**src/sv/b64sc_pkg.sv**
```systemverilog
// shared types, register indexes and alphabet functions for the base64 stream codec
`default_nettype none

package b64sc_pkg;

    localparam int unsigned RES_MAX = 4;
    localparam int unsigned CNT_W   = $clog2(RES_MAX + 1);
    localparam logic [CNT_W-1:0] CNT_ONE = CNT_W'(1);

    // configuration register indexes
    localparam logic REG_DECODE_MODE      = 1'b0;
    localparam logic REG_ALPHABET_VARIANT = 1'b1;

    localparam logic [7:0] PAD_CHAR    = 8'h3D;
    localparam logic [7:0] STD_63_CHAR = 8'h2F;
    localparam logic [7:0] ALT_63_CHAR = 8'h25;

    typedef struct packed {
        logic [7:0] data;
        logic       dvalid;
        logic       last;
    } t_item;

    typedef struct packed {
        logic [7:0] value;
        logic       vld;
        logic       last;
        logic       status;
    } t_result;

    typedef struct packed {
        logic [5:0] acc;
        logic [1:0] gp;
        logic [1:0] pads;
        logic       fail;
    } t_msg_state;

    function automatic logic [7:0] sextet_char(input logic [5:0] v, input logic variant);
        logic [7:0] v8;
        v8 = {2'b00, v};
        if (v < 6'd26) begin
            return 8'h41 + v8;
        end else if (v < 6'd52) begin
            return 8'h61 + (v8 - 8'd26);
        end else if (v < 6'd62) begin
            return 8'h30 + (v8 - 8'd52);
        end else if (v == 6'd62) begin
            return 8'h2B;
        end else begin
            return variant ? ALT_63_CHAR : STD_63_CHAR;
        end
    endfunction

    // bit 6 set marks a character outside the alphabet
    function automatic logic [6:0] char_sextet(input logic [7:0] c, input logic variant);
        logic [7:0] d;
        d = 8'd0;
        if (c >= 8'h41 && c <= 8'h5A) begin
            d = c - 8'h41;
            return {1'b0, d[5:0]};
        end else if (c >= 8'h61 && c <= 8'h7A) begin
            d = c - 8'h61 + 8'd26;
            return {1'b0, d[5:0]};
        end else if (c >= 8'h30 && c <= 8'h39) begin
            d = c - 8'h30 + 8'd52;
            return {1'b0, d[5:0]};
        end else if (c == 8'h2B) begin
            return 7'd62;
        end else if (c == (variant ? ALT_63_CHAR : STD_63_CHAR)) begin
            return 7'd63;
        end else begin
            return 7'd64;
        end
    endfunction

    function automatic t_result make_res(input logic [7:0] value, input logic vld);
        t_result r;
        r.value  = value;
        r.vld    = vld;
        r.last   = 1'b0;
        r.status = 1'b0;
        return r;
    endfunction

endpackage

`default_nettype wire

```
**src/sv/b64sc_core.sv**
```systemverilog
// per-item encode/decode logic: results and next message state from one item
`default_nettype none

module b64sc_core (
    input  wire                                           i_decode,
    input  wire                                           i_variant,
    input  var  b64sc_pkg::t_item                         i_item,
    input  var  b64sc_pkg::t_msg_state                    i_st,
    output b64sc_pkg::t_result [b64sc_pkg::RES_MAX-1:0]   o_res,
    output logic [b64sc_pkg::CNT_W-1:0]                   o_count,
    output b64sc_pkg::t_msg_state                         o_st
);

    logic [5:0] acc;
    logic [1:0] gp;
    logic [1:0] pads;
    logic       fail;
    logic [b64sc_pkg::CNT_W-1:0] n;
    logic [6:0] sx;
    logic [7:0] b;
    logic [1:0] last_idx;
    b64sc_pkg::t_result [b64sc_pkg::RES_MAX-1:0] res;

    always_comb begin
        acc      = i_st.acc;
        gp       = i_st.gp;
        pads     = i_st.pads;
        fail     = i_st.fail;
        n        = '0;
        res      = '0;
        b        = i_item.data;
        sx       = b64sc_pkg::char_sextet(b, i_variant);
        last_idx = 2'd0;

        if (!i_decode) begin
            if (i_item.dvalid) begin
                case (gp)
                    2'd0: begin
                        res[n[1:0]] = b64sc_pkg::make_res(
                            b64sc_pkg::sextet_char(b[7:2], i_variant), 1'b1);
                        n   = n + b64sc_pkg::CNT_ONE;
                        acc = {4'd0, b[1:0]};
                        gp  = 2'd1;
                    end
                    2'd1: begin
                        res[n[1:0]] = b64sc_pkg::make_res(
                            b64sc_pkg::sextet_char({acc[1:0], b[7:4]}, i_variant), 1'b1);
                        n   = n + b64sc_pkg::CNT_ONE;
                        acc = {2'd0, b[3:0]};
                        gp  = 2'd2;
                    end
                    default: begin
                        res[n[1:0]] = b64sc_pkg::make_res(
                            b64sc_pkg::sextet_char({acc[3:0], b[7:6]}, i_variant), 1'b1);
                        n   = n + b64sc_pkg::CNT_ONE;
                        res[n[1:0]] = b64sc_pkg::make_res(
                            b64sc_pkg::sextet_char(b[5:0], i_variant), 1'b1);
                        n   = n + b64sc_pkg::CNT_ONE;
                        acc = 6'd0;
                        gp  = 2'd0;
                    end
                endcase
            end
            if (i_item.last) begin
                // finish a short group and pad it out to four characters
                if (gp == 2'd1) begin
                    res[n[1:0]] = b64sc_pkg::make_res(
                        b64sc_pkg::sextet_char({acc[1:0], 4'd0}, i_variant), 1'b1);
                    n = n + b64sc_pkg::CNT_ONE;
                    res[n[1:0]] = b64sc_pkg::make_res(b64sc_pkg::PAD_CHAR, 1'b1);
                    n = n + b64sc_pkg::CNT_ONE;
                    res[n[1:0]] = b64sc_pkg::make_res(b64sc_pkg::PAD_CHAR, 1'b1);
                    n = n + b64sc_pkg::CNT_ONE;
                end else if (gp == 2'd2) begin
                    res[n[1:0]] = b64sc_pkg::make_res(
                        b64sc_pkg::sextet_char({acc[3:0], 2'd0}, i_variant), 1'b1);
                    n = n + b64sc_pkg::CNT_ONE;
                    res[n[1:0]] = b64sc_pkg::make_res(b64sc_pkg::PAD_CHAR, 1'b1);
                    n = n + b64sc_pkg::CNT_ONE;
                end
            end
        end else begin
            if (i_item.dvalid && !fail) begin
                if (b == b64sc_pkg::PAD_CHAR) begin
                    if (pads >= 2'd2) begin
                        fail = 1'b1;
                    end else begin
                        pads = pads + 2'd1;
                    end
                end else if (sx[6] || pads != 2'd0) begin
                    // bad character, or data after a pad
                    fail = 1'b1;
                end else begin
                    case (gp)
                        2'd0: begin
                            acc = sx[5:0];
                            gp  = 2'd1;
                        end
                        2'd1: begin
                            res[n[1:0]] = b64sc_pkg::make_res({acc, sx[5:4]}, 1'b1);
                            n   = n + b64sc_pkg::CNT_ONE;
                            acc = {2'd0, sx[3:0]};
                            gp  = 2'd2;
                        end
                        2'd2: begin
                            res[n[1:0]] = b64sc_pkg::make_res({acc[3:0], sx[5:2]}, 1'b1);
                            n   = n + b64sc_pkg::CNT_ONE;
                            acc = {4'd0, sx[1:0]};
                            gp  = 2'd3;
                        end
                        default: begin
                            res[n[1:0]] = b64sc_pkg::make_res({acc[1:0], sx[5:0]}, 1'b1);
                            n   = n + b64sc_pkg::CNT_ONE;
                            acc = 6'd0;
                            gp  = 2'd0;
                        end
                    endcase
                end
            end
            if (i_item.last) begin
                if (gp == 2'd1) begin
                    fail = 1'b1;
                end
                if (pads != 2'd0 && (gp + pads) != 2'd0) begin
                    fail = 1'b1;
                end
            end
        end

        if (i_item.last) begin
            if (n == '0) begin
                res[0] = b64sc_pkg::make_res(8'd0, 1'b0);
                n      = b64sc_pkg::CNT_ONE;
            end
            last_idx             = n[1:0] - 2'd1;
            res[last_idx].last   = 1'b1;
            res[last_idx].status = i_decode & fail;
            acc  = 6'd0;
            gp   = 2'd0;
            pads = 2'd0;
            fail = 1'b0;
        end

        o_res        = res;
        o_count      = n;
        o_st.acc     = acc;
        o_st.gp      = gp;
        o_st.pads    = pads;
        o_st.fail    = fail;
    end

endmodule

`default_nettype wire

```
**src/sv/base64_stream_codec_unit.sv**
```systemverilog
// base64 stream codec top level: input register, codec logic, result bank
//
//  channel   | direction | tdata            | tuser (lsb first)          | tlast
//  s_axis    | in        | in_byte [7:0]    | byte_valid                 | message_end
//  m_axis    | out       | out_value [7:0]  | value_valid, status        | out_last
//  i_cfg_*   | in        | we, idx [0:0], data [0:0]; 0 decode_mode, 1 alphabet_variant
//
// an item is held in the input register, then its 0..4 results load the result
// bank together; the bank drains one result per cycle while m_axis is ready;
// an item gives up to 2 results when encoding, up to 4 when a message end closes
// a short group, and at most 1 when decoding
// a new item is taken while the last result of the previous one is delivered
// reset is synchronous and clears all control state; no clearing pass
// a stall on m_axis holds the bank, then the input register, then s_axis_tready
`default_nettype none

module base64_stream_codec_unit (
    input  wire        i_clk,
    input  wire        i_rst_n,
    input  wire        s_axis_tvalid,
    output logic       s_axis_tready,
    input  wire  [7:0] s_axis_tdata,   // in_byte
    input  wire        s_axis_tuser,   // byte_valid
    input  wire        s_axis_tlast,
    output logic       m_axis_tvalid,
    input  wire        m_axis_tready,
    output logic [7:0] m_axis_tdata,   // out_value
    output logic [1:0] m_axis_tuser,   // [0] value_valid, [1] status
    output logic       m_axis_tlast,
    input  wire        i_cfg_we,
    input  wire        i_cfg_idx,
    input  wire        i_cfg_data
);

    localparam int unsigned RES_MAX = b64sc_pkg::RES_MAX;
    localparam int unsigned CNT_W   = b64sc_pkg::CNT_W;

    logic                  r_decode_mode;
    logic                  r_variant;
    b64sc_pkg::t_msg_state r_st;
    b64sc_pkg::t_msg_state core_st;
    b64sc_pkg::t_item      r_in;
    logic                  r_in_vld;
    b64sc_pkg::t_result [RES_MAX-1:0] r_res;
    b64sc_pkg::t_result [RES_MAX-1:0] n_res;
    b64sc_pkg::t_result [RES_MAX-1:0] core_res;
    logic [CNT_W-1:0]      r_cnt;
    logic [CNT_W-1:0]      n_cnt;
    logic [CNT_W-1:0]      core_cnt;
    logic                  take;
    logic                  bank_free;
    logic                  process;
    logic                  in_acc;
    logic                  mode_wr;

    b64sc_core u_core (
        .i_decode  (r_decode_mode),
        .i_variant (r_variant),
        .i_item    (r_in),
        .i_st      (r_st),
        .o_res     (core_res),
        .o_count   (core_cnt),
        .o_st      (core_st)
    );

    assign take          = m_axis_tvalid && m_axis_tready;
    assign bank_free     = (r_cnt == '0) || (r_cnt == CNT_W'(1) && m_axis_tready);
    assign process       = r_in_vld && bank_free;
    assign s_axis_tready = !r_in_vld || bank_free;
    assign in_acc        = s_axis_tvalid && s_axis_tready;
    assign mode_wr       = i_cfg_we && (i_cfg_idx == b64sc_pkg::REG_DECODE_MODE);

    assign m_axis_tvalid   = (r_cnt != '0);
    assign m_axis_tdata    = r_res[0].value;
    assign m_axis_tuser[0] = r_res[0].vld;
    assign m_axis_tuser[1] = r_res[0].status;
    assign m_axis_tlast    = r_res[0].last;

    always_comb begin
        n_res = r_res;
        n_cnt = r_cnt;
        if (process) begin
            n_res = core_res;
            n_cnt = core_cnt;
        end else if (take) begin
            for (int i = 0; i < RES_MAX - 1; i++) begin
                n_res[i] = r_res[i+1];
            end
            n_cnt = r_cnt - CNT_W'(1);
        end
    end

    always_ff @(posedge i_clk) begin
        if (!i_rst_n) begin
            r_decode_mode <= 1'b0;
            r_variant     <= 1'b0;
            r_st          <= '0;
            r_in_vld      <= 1'b0;
            r_cnt         <= '0;
        end else begin
            r_cnt <= n_cnt;
            if (in_acc) begin
                r_in_vld <= 1'b1;
            end else if (process) begin
                r_in_vld <= 1'b0;
            end
            // a mode write restarts the message and wins over item processing
            if (mode_wr) begin
                r_decode_mode <= i_cfg_data;
                r_st          <= '0;
            end else if (process) begin
                r_st <= core_st;
            end
            if (i_cfg_we && i_cfg_idx == b64sc_pkg::REG_ALPHABET_VARIANT) begin
                r_variant <= i_cfg_data;
            end
        end
    end

    always_ff @(posedge i_clk) begin
        if (in_acc) begin
            r_in.data   <= s_axis_tdata;
            r_in.dvalid <= s_axis_tuser;
            r_in.last   <= s_axis_tlast;
        end
        r_res <= n_res;
    end

    a_cnt_range: assert property (@(posedge i_clk) disable iff (!i_rst_n)
        r_cnt <= CNT_W'(RES_MAX))
        else $error("result count beyond bank depth");

    a_last_at_end: assert property (@(posedge i_clk) disable iff (!i_rst_n)
        m_axis_tvalid && m_axis_tlast |-> r_cnt == CNT_W'(1))
        else $error("message end result is not the last one in the bank");

    a_enc_no_fail: assert property (@(posedge i_clk) disable iff (!i_rst_n)
        !r_decode_mode |-> !r_st.fail)
        else $error("failure flag set while encoding");

    a_pad_limit: assert property (@(posedge i_clk) disable iff (!i_rst_n)
        r_st.pads != 2'd3)
        else $error("pad count beyond two");

endmodule

`default_nettype wire
```
**config.mk**
```make
export PLATFORM = sky130hd
export DESIGN_NAME = base64_stream_codec_unit
export DESIGN_NICKNAME = d
export VERILOG_FILES = /design/src/sv/b64sc_pkg.sv /design/src/sv/b64sc_core.sv /design/src/sv/base64_stream_codec_unit.sv
export SDC_FILE = /design/constraint.sdc
export NUM_CORES = 1
export LEC_CHECK = 0
export BUFFER_PORTS_ARGS = -buffer_cell sky130_fd_sc_hd__buf_4
export CORE_MARGIN = 2
export CORE_UTILIZATION = 57
export DETAILED_ROUTE_END_ITERATION = 12
export PLACE_DENSITY_LB_ADDON = 0.1
export SLEW_MARGIN = 10
export SYNTH_ARGS = -nofsm -noshare
export SYNTH_HDL_FRONTEND = slang
export SYNTH_SLANG_ARGS = --single-unit
```
**constraint.sdc**
```tcl
create_clock -name i_clk -period 7.95 [get_ports i_clk]
set_input_delay 0.795 -clock i_clk [delete_from_list [all_inputs] [get_ports i_clk]]
set_output_delay 0.795 -clock i_clk [all_outputs]
set_load 0.005 [all_outputs]
```
Word level (Yosys, flattened, before mapping)
Cells that the tools add are included.
{"block": "classes", "n_lt_le_gt_ge": 33, "n_mux": 119, "bitwise": 11, "n_eq_ne": 16, "add_sub_neg": 42, "reduce_logical": 36}
{"cell": "8-bit two-way mux", "count": 29}
{"cell": "44-bit bitwise mux", "count": 4}
{"cell": "44-bit two-way mux", "count": 4}
{"cell": "11-bit demux with 2-bit select", "count": 5}
{"cell": "11-bit two-way mux", "count": 10}
{"cell": "33-bit two-way mux", "count": 3}
{"cell": "6-bit < comparator (second input constant)", "count": 12}
{"cell": "24-bit bitwise OR", "count": 3}
{"cell": "20-bit bitwise AND", "count": 3}
{"cell": "6-bit by 8-bit adder with 8-bit output (first input constant)", "count": 6}
{"cell": "7-bit by 6-bit adder with 8-bit output (first input constant)", "count": 6}
{"cell": "7-bit by 8-bit adder with 8-bit output (first input constant)", "count": 6}
{"cell": "22-bit two-way mux", "count": 2}
{"cell": "3-bit two-way mux", "count": 14}
{"cell": "6-bit two-way mux", "count": 7}
{"cell": "6-bit by 5-bit subtractor with 7-bit output (second input constant)", "count": 6}
{"cell": "6-bit by 6-bit subtractor with 7-bit output (second input constant)", "count": 6}
{"cell": "20-bit NOT", "count": 2}
{"cell": "6-bit by 5-bit < comparator with 1-bit output (second input constant)", "count": 6}
{"cell": "7-bit two-way mux", "count": 5}
{"cell": "11-bit case mux with 3 select lines", "count": 1}
{"cell": "2-bit two-way mux", "count": 16}
{"cell": "6-bit == test (second input constant)", "count": 4}
{"cell": "11-bit case mux with 2 select lines", "count": 1}
{"cell": "42 further kinds", "count": 96}
{"block": "word_totals", "wordCells": 285, "out_inout_bits": 13, "ff_bits": 71}

Logic depth before layout (Yosys ltp)
Gate-level depths: netlist of run 1.
{"block": "depth", "depth_word": 25, "ltp_mapped": 17, "mapped_depth_nobuf": 15}

Modules after synthesis
A second synthesis of run 1 with hierarchy kept.
{"block": "hier_totals", "hier_cells": 988, "hier_area_um2": 8293.0}
{"module": "b64sc_core", "seq_area_each_um2": 0.0, "cells_per_inst": 789, "area_each_um2": 5247.5, "instances": 1}
{"module": "base64_stream_codec_unit", "seq_area_each_um2": 1961.9, "cells_per_inst": 199, "area_each_um2": 3045.4, "instances": 1}

Worst setup path after synthesis of run 1
No wires, ideal clock.
{"block": "synth_timing", "path_kind": "register -> register", "from": "register r_in[4] (netlist bit)", "to": "register r_res (netlist bit m_axis_tuser[1]) (data pin)", "t_required_ns": 7.694, "slack_ns": 3.944, "path_buffers": 2, "path_stages_with_launch": 18, "t_arrival_ns": 3.750, "synth_period_minus_slack_ns": 4.006, "path_cell_list": "edfxtp_1 buf_2 clkbuf_1 inv_1 ha_1 and3_1 a311oi_2 nor3_4 o41a_4 nand2_1 o21ai_0 ha_1 o21a_1 or4_1 nand3_1 o311a_1 o21ai_1 a22o_1"}
{"element": "start: declaration", "line_no": "base64_stream_codec_unit.sv:42", "rtl": "b64sc_pkg::t_item r_in;"}
{"element": "end signal: assignment", "line_no": "base64_stream_codec_unit.sv:126", "rtl": "r_res <= n_res;"}
{"element": "end: declaration", "line_no": "base64_stream_codec_unit.sv:44", "rtl": "b64sc_pkg::t_result [RES_MAX-1:0] r_res;"}

==> results of run 1 <==
-- registers in the layout (all words and copies together), names as in the netlist --
signal         count
m_axis_tdata       8
m_axis_tlast       1
m_axis_tuser       2
r_cnt              3
r_decode_mode      1
r_in              10
r_in_vld           1
r_res             29
r_st              11
r_variant          1
-- layout by cell type, fill, tap and decap left out, types with 6 or more instances in the layout --
cell type	count
nand2_1	94
a21oi_1	76
nor2_1	76
o21ai_0	67
ha_1	65
edfxtp_1	50
inv_1	36
buf_4	36
xnor2_1	34
nand3_1	28
nor3_1	26
a31oi_1	21
dfxtp_1	17
nor2b_1	15
a211oi_1	15
xor2_1	15
and2_1	12
nand4_1	12
o211ai_1	12
nand2b_1	11
o221ai_1	11
mux2i_1	10
a21o_1	10
a22o_1	10
clkbuf_16	9
nor3b_1	8
o22ai_1	7
o31ai_1	7
clkinv_1	6
and3_1	6
a221o_1	6
a22oi_1	6
-- metrics by stage --
step	hold slack, ps	std cells	utilization [%]
floorplan	461	962	-
global placement	475	1108	59.5
detailed placement	493	1108	59.5
CTS	502	1124	61.6
global route	519	1124	61.6
finish	501	1124	61.6
-- report_power, final --
part           leakage [nW]  total [mW]  switching [mW]  internal, mW
sequential            0.623       0.607          0.0760         0.531
combinational          2.27        1.01           0.654         0.361
clock                 0.133       0.395           0.154         0.241
total                  3.02        2.02           0.884          1.13
-- cell families (layout without fill, tap and decap cells) --
| group | count (synthesis) | in the layout | share of synthesized area [%] |
|---|---|---|---|
| adders and majority gates | 66 | 66 | 10.8 |
| DFF | 67 | 67 | 24.1 |
| other | 1 | 1 | 0.0490 |
| buffers and inverters | 111 | 97 | 6.15 |
| muxes | 12 | 12 | 1.60 |
| AOI/OAI and AO/OA | 331 | 331 | 30.6 |
| and+or+nand+nor | 325 | 325 | 21.2 |
| xor gates and xnor gates | 49 | 49 | 5.61 |
-- cell type report --
type / count / area (sq um) / area share (%)
inverters: 45 / 169 / 2.08
multi-input cells: 784 / 5340 / 65.7
clock inverters: 5 / 53.8 / 0.662
flip-flops and latches: 67 / 1840 / 22.7
well taps: 176 / 220 / 2.71
clock buffers: 11 / 233 / 2.86
repair buffers: 36 / 270 / 3.32
-- worst reg2reg max path, cell delays in order, from the launching register on --
cell and delay [ps]:
edfxtp_1 830, clkinv_1 550, ha_1 470, and3b_1 240
a21o_1 280, o41a_4 430, nand2_1 80, o21ai_0 130
ha_1 250, o21a_1 140, or4_1 490, nand3_1 110
o311a_1 160, o21ai_1 60, a22o_1 200
-- synth_stat cells, drive strengths merged (15+ instances only) --
| cell | count |
|---|---|
| a211oi | 15 |
| a21oi | 78 |
| a31oi | 21 |
| buf | 30 |
| clkbuf | 36 |
| dfxtp | 17 |
| edfxtp | 50 |
| ha | 65 |
| inv | 40 |
| nand2 | 95 |
| nand3 | 28 |
| nor2 | 79 |
| nor2b | 15 |
| nor3 | 27 |
| o21ai | 71 |
| xnor2 | 34 |
| xor2 | 15 |
-- metal layers --
metal  vias to the layer above  global-route usage (%)  wire length (um)
met5                         -                       0                 0
met2                       605                    53.3             11000
met4                         0                    18.8              1530
met1                      3781                    49.9             10400
met3                       138                    10.6              3330
li1                       3549                       -                 -
-- final timing paths --
kind	from	to	slack (ps)	cells past startpoint
worst max register to register	r_in[6]$_DFFE_PP_	m_axis_tuser[1]$_DFFE_PP_	3280	14
worst min-delay path	r_st[1]$_SDFFE_PP0P_	r_st[1]$_SDFFE_PP0P_	500	2
worst min register to register	r_st[1]$_SDFFE_PP0P_	r_st[1]$_SDFFE_PP0P_	500	2
worst max-delay path	r_in[6]$_DFFE_PP_	m_axis_tuser[1]$_DFFE_PP_	3280	14
==> metrics, run 1 <==
synthesized area per cell roughly 8.0 sq um; total track usage 36.8%; wire length per cell about 23 um; worst-case clock buffer depth 2; Post-Route WL 26,300 um; DRC violations left 0; Setup WS post-layout roughly 3300 ps; Yosys top cell area share between 10% and 20%; first-pass GRT wire length a little over 40,000 um; dpl cell area roughly 7800 sq um; hpwl dp 19,400 um; most used cell, CP ha_1; Initial Utilization between 50% and 60%; Hold Violations, Final 0; post-synthesis register bit count 67; post-place setup slack ~3400 ps; CP startpoint kind register; CTS tree built; cell area after layout around 8000 sq um; Yosys warnings 0; cell area after synthesis approximately 7700 sq um; fin crit period ~4700 ps; Die W ~120 um; post_cts resized 0; leakage 3.02 nW; Die Y approximately 120 um; Slew headroom between 20% and 30%; gr ovfl total 0; CP cell instances clkinv_1 > ha_1 > and3b_1 > a21o_1 > o41a_4 > nand2_1 > o21ai_0 > ha_1 > o21a_1 > or4_1 > nand3_1 > o311a_1 > o21ai_1 > a22o_1; Worst Path Buf+Inv 1; ys async rst share 0%; syn nets about 1,000; share of layout cells above drive strength 1 around 8.6%; Least-Margin Pin Slew between 1000 and 1500 ps; clock tree sinks between 60 and 70; Synth-to-Final Area Change 6.25%; port bufs 29; num ports 30; prevailing post-synth register cell edfxtp_1; synth top area cells edfxtp_1 (20%), ha_1 (11%), a21oi_1 (5.0%); CTS H-tree lvls 3; FILL cells ~1,200; Crit path max-delay family compound AO/OA/AOI/OAI gates; CTS clk-pin slew, worst paths 60 ps; Die Area roughly 14,000 sq um; Worst EP arrival 4770 ps; number of max-cap violations 0; TNS Setup 0 ps; Max Clock Skew 5.38 ps; clk root buf clkbuf_16; Setup CP Type reg2reg; placer congestion estimate approximately 1.1; worst skew pair latency approximately 350 ps; Req. time, crit path 8050 ps; ant diodes 0; largest net degree at the start of global routing 52; fmax between 200 and 250 MHz; CTS Buf Count 9; CP max stage delay ~830 ps; Post-synth EDFFs 50; period utilization 58.8%; fin. max-slew vios 0; post-synthesis cell type count 94; critical path's slowest cell edfxtp_1; Post-CTS Setup Repair Bufs 0; vias in the first global route around 7,300; final setup fails 0; DRT Pass-1 Iters 9; via count 8,073; VDD IR max ~0.24 mV; Avg Vias per Cell about 7.2; antenna violations before repair 0; pwr dens approximately 250 nW/um^2; Hold Path Class reg2reg; 1st-iter DRT viols between 1,000 and 1,500; unrepaired setup endpoints after global routing false; Seq/Total Area, Yosys ~24%; Total Power 2.02 mW; # hold bufs at CTS 0; critical path capture point type register; status finished, final reports clean; post-route ant nets 0; row count between 40 and 50; area of the core approximately 13,000 sq um; Post-layout nets around 1,000; area leader, netlist edfxtp_1; Syn Inst Count about 960; critical path peak fanout 19
(Power assumes the default switching activity.)
==> run 2, diff against run 1 <==
==> constraint.sdc (replaced) <==
create_clock -name i_clk -period 4 [get_ports i_clk]
set_input_delay 0.4 -clock i_clk [delete_from_list [all_inputs] [get_ports i_clk]]
set_output_delay 0.4 -clock i_clk [all_outputs]
set_load 0.005 [all_outputs]
==> metrics, run 2 (synthesized netlist as in run 1, its figures left out) <==
status finished, final reports clean; placer congestion estimate 1.05 (-5.2%); wire length per cell 23.2 um (-0.69%); total track usage 38.4% (+1.5 points); CTS H-tree lvls 3 (unchanged); period utilization 94.8% (+36 points); DRC violations left 0 (unchanged); CTS tree built; Avg Vias per Cell 6.85 (-4.6%); post-route ant nets 0 (unchanged); most common cell after layout, fill and taps aside nand2_1; Die W 120 um (unchanged); clock tree sinks 67 (unchanged); fmax 264 MHz (+23%); Slew headroom 22.3% (-4.8 points); met1 Track Usage GR 51.9% (+2.0 points); critical path capture point type register; FILL cells 1,154 (-0.17%); ant diodes 0 (unchanged); fin crit period 3790 ps (-878 ps); DRT Pass-1 Iters 6 (-3); CP startpoint kind register; antenna violations before repair 0 (unchanged); leakage 3.27 nW (+8.0%); Max Clock Skew 8.02 ps (+2.64 ps); GR Layer Usage met3 9.93% (-0.67 points); largest net degree at the start of global routing 34 (-35%); Hold Violations, Final 0 (unchanged); number of max-cap violations 0 (unchanged); Post-layout nets 1,072 (+4.6%); clk root buf clkbuf_16; row count 42 (unchanged); via count 8,026 (-0.58%); VDD IR max 0.500 mV (+110%); Setup CP Type reg2reg; Total Power 4.12 mW (+100%); vias in the first global route 7,616 (+4.1%); pwr dens 485 nW/um^2 (+96%); Req. time, crit path 4100 ps (-3950 ps); Least-Margin Pin Slew 1160 ps (+64.4 ps); Die Area 14,400 sq um (unchanged); gr ovfl total 0 (unchanged); share of layout cells above drive strength 1 13.4% (+4.7 points); busiest grt layer met2; fin. max-slew vios 0 (unchanged); Post-Route WL 27,200 um (+3.5%); Worst EP arrival 3900 ps (-870 ps); Synth-to-Final Area Change 11.1%; num ports 30 (unchanged); hpwl dp 20,500 um (+5.5%); CTS Buf Count 9 (unchanged); Largest regs r_res x29, r_st x11, r_in x10; Initial Utilization 58.0% (unchanged); final setup fails 0 (unchanged); worst skew pair latency 350 ps (about the same); TNS Setup 0 ps (unchanged); 1st-iter DRT viols 1,359 (+9.2%); worst-case clock buffer depth 2 (unchanged); port bufs 29 (unchanged); largest register by flop count r_res; area of the core 13,200 sq um (unchanged); max FFs per register 29 (unchanged); first-pass GRT wire length 42,500 um (+3.9%); Die Y 120 um (unchanged); CTS clk-pin slew, worst paths 60 ps (about the same); most frequent cells in the layout nand2_1 (94), buf_4 (83), a21oi_1 (76), nor2_1 (76), o21ai_0 (66); critical path peak fanout 8 (-11); Hold Path Class in2reg; met2 usage 58.2% (+4.9 points); unrepaired setup endpoints after global routing false
## run 2: cell count changes in the layout (fill, tap and decap cells not counted), sizes merged
cell      previous run  this run
buf                 36        83
clkinv               7        10
clkbuf              11        10
clkinvlp             2         1
inv                 40        39
## run 2: layout make-up
cell class / instances / area [sq um] / area share, %
clock buffer: 10 / 239 / 2.81
clock inverter: 6 / 65.1 / 0.765
inverter: 45 / 169 / 1.99
multi-input combinational: 784 / 5340 / 62.8
sequential: 67 / 1840 / 21.7
tap: 176 / 220 / 2.59
timing repair buffer: 83 / 623 / 7.33
## run 2: where the power goes
part | switching [mW] | internal (mW)
combinational | 1.36 | 0.784
clock | 0.320 | 0.499
sequential | 0.106 | 1.06
total | 1.78 | 2.34
## run 2: through the flow
step                      hold WS, ps  cells  cell area, sq um  util [%]  worst slack (ps)
final                             224   1171              8500      64.4               207
after global placement            481   1155              8200      62.1               291
after floorplan                   461    962              7650         -              91.7
after global routing              214   1171              8500      64.4              22.3
after detailed placement          500   1155              8200      62.1               203
after CTS                         213   1171              8500      64.4               201
## run 2: repair_timing
item                       4_1_cts  5_1_grt
hold buffers                     0        0
setup endpoints to repair        0        1
gates resized for setup          0        2
buffers inserted                 0        0
## run 2: final timing paths
check,start,end,slack (ps),cells after the start
min reg2reg,r_res[37]$_SDFFCE_PP0P_,r_res[26]$_DFFE_PP_,520,1
min,s_axis_tdata[2],r_in[4]$_DFFE_PP_,220,1
max,r_in[7]$_DFFE_PP_,m_axis_tuser[1]$_DFFE_PP_,210,15
max reg2reg,r_in[7]$_DFFE_PP_,m_axis_tuser[1]$_DFFE_PP_,210,15
## run 2: critical path, stage by stage, from the launching register on
cell and delay [ps]:
edfxtp_1 490, buf_4 210, ha_1 220, and4b_1 220, o211a_1 220, a21o_1 190, o41a_4 410, nand2_1 80
o21ai_0 110, ha_1 240, o21a_1 140, or4_1 500, nand3_1 100, o311a_1 160, o21ai_1 60, a22o_1 190
## run 2: metal layers
| layer | share of wire (%) | up-vias | wire [um] |
|---|---|---|---|
| li1 | - | 3641 | - |
| met1 | 41 | 3726 | 11000 |
| met2 | 44 | 566 | 11900 |
| met3 | 11 | 93 | 3080 |
| met4 | 4.2 | 0 | 1140 |
| met5 | 0 | - | 0 |
